==> config.mk <==
export PLATFORM = sky130hd
export DESIGN_NAME = numeric_literal_scanner_top
export DESIGN_NICKNAME = d
export VERILOG_FILES = /design/src/nls_pkg.sv /design/src/nls_step.sv /design/src/numeric_literal_scanner_top.sv
export SDC_FILE = /design/constraint.sdc
export NUM_CORES = 1
export LEC_CHECK = 0
export BUFFER_PORTS_ARGS = -buffer_cell sky130_fd_sc_hd__buf_2
export CORE_AREA = 2 2 249 189
export DETAILED_ROUTE_END_ITERATION = 6
export DIE_AREA = 0 0 251 191
export GPL_TIMING_DRIVEN = 1
export PLACE_DENSITY = 0.72
export RECOVER_POWER = 100
export SKIP_CTS_REPAIR_TIMING = 1
export SLEW_MARGIN = 20
export SYNTH_ARGS = -nofsm -noshare
export SYNTH_HDL_FRONTEND = slang
export SYNTH_HIERARCHICAL = 1
export SYNTH_SLANG_ARGS = --single-unit
==> constraint.sdc <==
create_clock -name clk -period 14 [get_ports clk]
set_clock_uncertainty 0.05 [all_clocks]
set_input_delay 0.7 -clock clk [delete_from_list [all_inputs] [get_ports clk]]
set_output_delay 0.7 -clock clk [all_outputs]
set_load 0.005 [all_outputs]
==> src/nls_pkg.sv <==
`default_nettype none

package nls_pkg;

  // Default bound on the token length, in characters.
  localparam int MAX_TOKEN_LEN_DEFAULT = 32;

  localparam logic [5:0] DEFAULT_BASE_RESET = 6'd10;
  localparam logic [5:0] BASE_HEX        = 6'd16;
  localparam logic [5:0] BASE_DEC        = 6'd10;
  localparam logic [5:0] BASE_BIN        = 6'd2;
  localparam logic [5:0] LONG_BASE_LIMIT = 6'd20;
  localparam logic [5:0] POS_SATURATE    = 6'd63;
  localparam logic [6:0] POS_NONE        = 7'h7F;

  localparam logic [7:0] CH_DOLLAR  = 8'h24;
  localparam logic [7:0] CH_HASH    = 8'h23;
  localparam logic [7:0] CH_PERCENT = 8'h25;
  localparam logic [7:0] CH_PLUS    = 8'h2B;
  localparam logic [7:0] CH_MINUS   = 8'h2D;
  localparam logic [7:0] CH_PERIOD  = 8'h2E;
  localparam logic [7:0] CH_ZERO    = 8'h30;
  localparam logic [7:0] CH_NINE    = 8'h39;
  localparam logic [7:0] CH_UPPER_A = 8'h41;
  localparam logic [7:0] CH_UPPER_Z = 8'h5A;
  localparam logic [7:0] CH_LOWER_A = 8'h61;
  localparam logic [7:0] CH_LOWER_Z = 8'h7A;
  localparam logic [7:0] CH_UPPER_E = 8'h45;
  localparam logic [7:0] CH_LOWER_E = 8'h65;
  localparam logic [7:0] CH_UPPER_L = 8'h4C;
  localparam logic [7:0] CH_LOWER_L = 8'h6C;
  localparam logic [7:0] CH_UPPER_F = 8'h46;
  localparam logic [7:0] CH_LOWER_F = 8'h66;

  typedef enum logic [2:0] {
    NT_INVALID = 3'd0,
    NT_INT     = 3'd1,
    NT_LONG    = 3'd2,
    NT_DOUBLE  = 3'd3,
    NT_SINGLE_FLOAT = 3'd4,
    NT_DOUBLE_FLOAT = 3'd5
  } num_type_t;

  typedef struct packed {
    logic [63:0]       acc;
    logic [5:0]        pos;
    logic [5:0]        base;
    logic              prefix_seen;
    logic              neg;
    logic signed [6:0] exp_pos;
    logic signed [6:0] per_pos;
    logic              err;
    logic [1:0]        lead_signs;
    logic              sig_seen;
  } scan_state_t;

  typedef struct packed {
    num_type_t         num_type;
    logic [63:0]       value;
    logic              offset;
    logic [5:0]        base;
    logic signed [6:0] per_pos;
    logic signed [6:0] exp_pos;
  } scan_result_t;

endpackage

`default_nettype wire

==> src/nls_step.sv <==
`default_nettype none

module nls_step import nls_pkg::*; #(
  parameter int MAX_TOKEN_LEN = MAX_TOKEN_LEN_DEFAULT
) (
  input  scan_state_t  st,
  input  logic [7:0]   ch,
  input  logic         is_last,
  input  logic [5:0]   default_base,
  output scan_state_t  st_next,
  output scan_result_t res
);

  localparam logic [6:0] MaxLen = 7'(MAX_TOKEN_LEN);

  always_comb begin
    scan_state_t n;
    logic        err;
    logic [5:0]  d;
    logic        d_ok;
    logic        offset;
    logic        forced_long;
    logic        forced_single;
    logic        is_exp_char;
    logic        is_long_char;
    logic        is_single_char;

    n = st;
    offset = 1'b0;
    forced_long = 1'b0;
    forced_single = 1'b0;
    err = st.err | ({1'b0, st.pos} >= MaxLen);

    d = 6'd0;
    d_ok = 1'b0;
    if (ch inside {[CH_ZERO:CH_NINE]}) begin
      d = 6'(ch - CH_ZERO);
      d_ok = 1'b1;
    end else if (ch inside {[CH_UPPER_A:CH_UPPER_Z]}) begin
      d = 6'(ch - CH_UPPER_A) + 6'd10;
      d_ok = 1'b1;
    end else if (ch inside {[CH_LOWER_A:CH_LOWER_Z]}) begin
      d = 6'(ch - CH_LOWER_A) + 6'd10;
      d_ok = 1'b1;
    end

    is_exp_char = (st.base == BASE_DEC) && (ch == CH_UPPER_E || ch == CH_LOWER_E);
    is_long_char = is_last && (st.base < LONG_BASE_LIMIT) &&
                   (ch == CH_UPPER_L || ch == CH_LOWER_L);
    is_single_char = is_last && !st.exp_pos[6] && (ch == CH_UPPER_F || ch == CH_LOWER_F);

    if (!err) begin
      if (ch == CH_DOLLAR || ch == CH_HASH || ch == CH_PERCENT) begin
        if (st.pos < 6'd2 && !st.prefix_seen) begin
          n.prefix_seen = 1'b1;
          n.base = (ch == CH_DOLLAR) ? BASE_HEX : ((ch == CH_HASH) ? BASE_DEC : BASE_BIN);
        end else begin
          err = 1'b1;
        end
      end else if (ch == CH_PLUS || ch == CH_MINUS) begin
        if (is_last) begin
          offset = 1'b1;
          if (ch == CH_MINUS) n.neg = !st.neg;
        end else if (st.pos > 6'd1 && {1'b0, st.pos} != 7'(st.exp_pos + 7'sd1)) begin
          err = 1'b1;
        end else begin
          if (ch == CH_MINUS && st.pos < 6'd2) n.neg = 1'b1;
          if (!st.sig_seen) begin
            // A second sign, or one after a period or marker, spoils a float.
            if (st.lead_signs != 2'd0 || !st.per_pos[6] || !st.exp_pos[6]) begin
              n.lead_signs = 2'd2;
            end else begin
              n.lead_signs = 2'd1;
            end
          end
        end
      end else if (is_exp_char) begin
        if (!st.exp_pos[6] || st.pos == 6'd0) begin
          err = 1'b1;
        end else begin
          n.exp_pos = {1'b0, st.pos};
        end
      end else if (is_long_char) begin
        forced_long = 1'b1;
      end else if (is_single_char) begin
        forced_single = 1'b1;
      end else if (ch == CH_PERIOD) begin
        if (!st.per_pos[6]) begin
          err = 1'b1;
        end else begin
          n.per_pos = {1'b0, st.pos};
        end
      end else if (d_ok && d < st.base) begin
        if (st.exp_pos[6]) begin
          n.acc = st.acc * {58'd0, st.base} + {58'd0, d};
          if (!st.sig_seen && st.lead_signs <= 2'd1) n.sig_seen = 1'b1;
        end
      end else begin
        err = 1'b1;
      end
    end

    n.err = err;
    if (st.pos < POS_SATURATE) n.pos = st.pos + 6'd1;

    res.base = n.base;
    res.per_pos = n.per_pos;
    res.exp_pos = n.exp_pos;
    if (n.err) begin
      res.num_type = NT_INVALID;
    end else if (!n.exp_pos[6]) begin
      if (!n.sig_seen) begin
        res.num_type = NT_INVALID;
      end else begin
        res.num_type = forced_single ? NT_SINGLE_FLOAT : NT_DOUBLE_FLOAT;
      end
    end else if (!n.per_pos[6]) begin
      res.num_type = NT_DOUBLE;
    end else begin
      res.num_type = forced_long ? NT_LONG : NT_INT;
    end
    if (res.num_type == NT_INVALID) begin
      res.value = 64'd0;
      res.offset = 1'b0;
    end else begin
      res.value = n.neg ? (64'd0 - n.acc) : n.acc;
      res.offset = offset;
    end

    if (is_last) begin
      n = '0;
      n.base = default_base;
      n.exp_pos = POS_NONE;
      n.per_pos = POS_NONE;
    end
    st_next = n;
  end

endmodule

`default_nettype wire

==> src/numeric_literal_scanner_top.sv <==
// Each character waits in the input register until it is scanned, which updates the
// scan state; scanning a last character loads its result into the result register.
// Throughput: one character per cycle while no result is held downstream.
// A stalled result holds the last character in the input register until it is taken.
// Reset (rst, synchronous, active high) sets the default base to 10, clears the token
// state and empties both the input register and the result register.
`default_nettype none

module numeric_literal_scanner_top import nls_pkg::*; #(
  parameter int MAX_TOKEN_LEN = MAX_TOKEN_LEN_DEFAULT
) (
  input  wire logic              clk,
  input  wire logic              rst,
  input  wire logic              cfg_wen,
  input  wire logic [5:0]        cfg_wdata,
  input  wire logic              char_valid,
  output logic                   char_stall,
  input  wire logic [7:0]        ch,
  input  wire logic              is_last,
  output logic                   result_valid,
  input  wire logic              result_stall,
  output logic [2:0]             number_type,
  output logic signed [63:0]     number_value,
  output logic                   is_offset,
  output logic [5:0]             base_used,
  output logic signed [6:0]      period_at,
  output logic signed [6:0]      exponent_at
);

  // The default base only reaches the scan state when a token ends, so a
  // new default takes effect from the token after the next one completes.
  logic [5:0] default_base;

  // Input register: one character transaction waiting to be scanned.
  logic       in_full;
  logic [7:0] in_ch;
  logic       in_last;

  scan_state_t  st;
  scan_state_t  st_next;
  scan_result_t res;

  logic out_free;
  logic advance;
  logic accept;

  // A character that produces no result never waits; a last character waits
  // only while an earlier result is still held by the downstream side.
  assign out_free   = !result_valid || !result_stall;
  assign advance    = in_full && (!in_last || out_free);
  assign char_stall = in_full && !advance;
  assign accept     = char_valid && !char_stall;

  nls_step #(
    .MAX_TOKEN_LEN(MAX_TOKEN_LEN)
  ) u_step (
    .st          (st),
    .ch          (in_ch),
    .is_last     (in_last),
    .default_base(default_base),
    .st_next     (st_next),
    .res         (res)
  );

  always_ff @(posedge clk) begin
    if (rst) begin
      default_base <= DEFAULT_BASE_RESET;
    end else if (cfg_wen) begin
      default_base <= cfg_wdata;
    end
  end

  always_ff @(posedge clk) begin
    if (rst) begin
      in_full <= 1'b0;
    end else begin
      in_full <= accept || (in_full && !advance);
    end
    if (accept) begin
      in_ch <= ch;
      in_last <= is_last;
    end
  end

  // Reset state: empty accumulator, position zero, reset base, no period or marker.
  always_ff @(posedge clk) begin
    if (rst) begin
      st <= {64'd0, 6'd0, DEFAULT_BASE_RESET, 1'b0, 1'b0, POS_NONE, POS_NONE,
             1'b0, 2'd0, 1'b0};
    end else if (advance) begin
      st <= st_next;
    end
  end

  // Result register: loaded when a last character is scanned.
  always_ff @(posedge clk) begin
    if (rst) begin
      result_valid <= 1'b0;
    end else if (advance && in_last) begin
      result_valid <= 1'b1;
    end else if (!result_stall) begin
      result_valid <= 1'b0;
    end
    if (advance && in_last) begin
      number_type  <= res.num_type;
      number_value <= res.value;
      is_offset    <= res.offset;
      base_used    <= res.base;
      period_at    <= res.per_pos;
      exponent_at  <= res.exp_pos;
    end
  end

`ifndef ASSERT_OFF
  a_stall_cause: assert property (@(posedge clk) disable iff (rst)
    char_stall |-> (in_full && in_last && result_valid && result_stall))
    else $error("character stalled without a held result");

  a_token_restart: assert property (@(posedge clk) disable iff (rst)
    (advance && in_last) |=> (st.pos == 6'd0 && !st.err && st.acc == 64'd0))
    else $error("scan state not restarted after a token");

  a_invalid_clean: assert property (@(posedge clk) disable iff (rst)
    (result_valid && number_type == NT_INVALID) |-> (number_value == 64'd0 && !is_offset))
    else $error("invalid result carries a value or offset");

  a_float_marker: assert property (@(posedge clk) disable iff (rst)
    (result_valid && (number_type == NT_SINGLE_FLOAT || number_type == NT_DOUBLE_FLOAT))
      |-> !exponent_at[6])
    else $error("float result without an exponent marker");
`endif

endmodule

`default_nettype wire
==> flow_summary.json <==
{
  "status": "complete, but fails checks",
  "violations": "DRC, capacitance limit, slew limit",
  "dp_hpwl_microns": 56400,
  "fin_util_pct": 57.6,
  "gp_congestion": 1.01,
  "slew_headroom_pct": -417,
  "end_kind": "flop",
  "yosys.area.top_type_share_pct": 19.4,
  "worstHoldPathType": "input port to flop",
  "clock_path_buffers": 3,
  "fmax_mhz": 92.5,
  "critPathMaxFanout": 65,
  "tightest_slew_ns": 7.76,
  "yosysTopAreaCell": "fa_1",
  "start_util_pct": 54.3,
  "r2r_cells": 19,
  "num_vias": 21300,
  "combPwrFrac_pct": 16.0,
  "ioPinCount": 110,
  "yosysMostFrequentCell": "and2_1",
  "seq_area_frac_synth_pct": 20.2,
  "port_buffers": 109,
  "worst_slack_ns": 3.19,
  "synthesis.area_sq_um": 24800,
  "grt_setup_unrepaired": "false",
  "synthTopCellsByCount": "and2_1 (304), nor2_1 (258), fa_1 (240), nand2_1 (207), nand2b_1 (178)",
  "final_cell_area_sq_um": 26300,
  "netlist_instances": 2806,
  "critPathLaunchType": "flop",
  "critPathKind": "flop to flop",
  "power_frac_clock_pct": 43.1,
  "ys_async_sr_fraction_pct": 0,
  "path_clk_slew_ns": 0.06,
  "grt_max_degree": 103,
  "fin_crit_ns": 10.81,
  "synth_top_flop_cell": "dfxtp_1",
  "dieArea_sq_um": 47900,
  "cts_tree": "built",
  "core_area_sq_um": 45600,
  "p_int_uw": 1100,
  "finalSetupTns_ns": 0,
  "sw_frac_of_total_pct": 29.2,
  "synthTopCellsByArea": "fa_1 (19%), edfxtp_1 (12%), dfxtp_1 (8.4%), and2_1 (7.7%), ha_1 (7.5%)",
  "h-tree-depth": 1,
  "path_common_cell": "a21oi_1",
  "antenna_found_initial": 1,
  "ir_drop_mv": 0.0857,
  "pre_cts_slack_ns": 5.66,
  "seqPwrFrac_pct": 40.9,
  "whs_path_depth": 1,
  "synthDistinctLibCells": 93,
  "synth_edf_count": 97,
  "fin_crit_sh_pct": 77.2,
  "rows": 68,
  "ys_ff_latch": 201,
  "cap_violations": 6,
  "ant_nets": 0,
  "drt-total-wl_microns": 75700,
  "grt_pass1_wl_microns": 119000,
  "nets": 3203,
  "slowest_stage": "clkbuf_1",
  "drcViolationCount": 3,
  "drive_gt1_share_pct": 5.44,
  "area_delta_synth_final_pct": 6.03,
  "avgSynthCellArea_sq_um": 8.83,
  "worst_skew_pair.late_latency_ns": 0.58,
  "finalSetupViolCount": 0,
  "fp.dieW_microns": 251,
  "cts-buffers-inserted": 24,
  "ff2ff_setup_slack_ns": 3.19,
  "grt_pass1_vias": 21000,
  "power.leakage_uw": 0.0112,
  "viasPerCell": 6.25,
  "hold_viol": 0,
  "syn_nets": 3215,
  "yosys_warnings": 6,
  "post_dp_cell_area_sq_um": 25600,
  "overflow": 0,
  "power_density_nw_per_um2": 59.2,
  "cts_num_sinks": 201,
  "cpPeakStageDelay_ns": 2.25,
  "slew_viol_final": 409,
  "grt_use_total_pct": 31.4,
  "p_switching_uw": 454,
  "die_h_microns": 191,
  "routedWlPerCell_microns": 22.2,
  "drtIter0Drc": 2356,
  "cp.required_ns": 14.06,
  "crit_chain": "inv_1, ha_1, or4b_1, a31o_1, a32oi_1, nor2_1, a21oi_1, o21ai_0, ha_1, a21oi_1, o21ai_0, a21oi_1, nand3_1, clkbuf_1, nor2_1, or2_2, o21ai_4, clkbuf_1, a21oi_1",
  "cp.arrival_ns": 10.87,
  "hold-worst-slack_ns": 0.269,
  "cts_root_buf": "clkbuf_16",
  "dr.pass1.iters": 7
}
## layout make-up
| class | instances | area, sq um |
|---|---|---|
| repair buffers | 127 | 584 |
| diodes | 1 | 2.50 |
| flip-flops and latches | 201 | 5000 |
| well taps | 595 | 744 |
| fillers | 4105 | 19300 |
| inverters | 128 | 480 |
| multi-input cells | 2312 | 18600 |
| clock buffers | 27 | 612 |
| clock inverters | 17 | 215 |
## flip-flops by register name, indices dropped and copies added (netlist names)
| signal | flops |
|---|---|
| st | 96 |
| base_used | 6 |
| exponent_at | 7 |
| in_last | 1 |
| default_base | 6 |
| in_ch | 8 |
| number_value | 64 |
| is_offset | 1 |
| period_at | 7 |
| in_full | 1 |
| number_type | 3 |
| result_valid | 1 |
## final timing paths
path,start,end
min reg2reg,st[3],st[3]
max reg2reg,in_ch[1],number_value[12]
min,ch[5],in_ch[5]
max,in_ch[1],number_value[12]
## cells by family after synthesis
family / after synthesis / synth area share [%]
multiplexers: 144 / 5.89
flip-flops: 201 / 20.2
adder cells (fa/ha/maj): 389 / 26.9
buffers and inverters: 293 / 4.80
AO/OA/AOI/OAI: 450 / 11.9
XOR/XNOR: 119 / 4.21
AND/OR/NAND/NOR: 1210 / 26.1
## layer usage
| layer | track usage, % | vias to the layer above | part of all wire [%] |
|---|---|---|---|
| met5 | 0 | - | 0 |
| li1 | - | 9567 | - |
| met1 | 46.7 | 10500 | 45 |
| met3 | 5.79 | 126 | 9.6 |
| met4 | 8.33 | 0 | 2.5 |
| met2 | 46.8 | 1069 | 43 |
## per-stage QoR
| stage | cells | power, uW |
|---|---|---|
| after floorplan | 2806 | 813 |
| after global placement | 3363 | 879 |
| after detailed placement | 3363 | 882 |
| after CTS | 3407 | 1550 |
| after global routing | 3407 | 1600 |
| final | 3408 | 1550 |
## placed cells by master (no fill, tap or decap), types with 47 or more instances in the layout
cell type	netlist	layout
inv_1	128	128
a21oi_1	128	129
xor2_1	55	55
nand2_1	207	207
fa_1	240	240
dfxtp_1	104	98
nand2b_1	178	178
and2_1	304	300
o21ai_0	99	98
edfxtp_1	97	97
nor2_1	258	258
buf_2	14	47
mux2i_1	131	131
ha_1	149	149
xnor2_1	64	64
clkbuf_1	131	69
## power groups by stage
stage	Clock (uW)	Combinational, uW	Sequential [uW]
after floorplan	0	169	644
after global placement	0	231	648
after detailed placement	0	234	648
after CTS	679	236	635
after global routing	697	263	637
final	670	248	636
## worst max-delay path, delay by kind of cell, from the launching register on
kind                       cells  cell delay [ns]
AOI/OAI and AO/OA              9             2.05
adders and majority gates      2             0.81
buffers and inverters          3             4.52
DFF                            1             0.50
and+or+nand+nor                5             2.41
(Power assumes the default switching activity.)
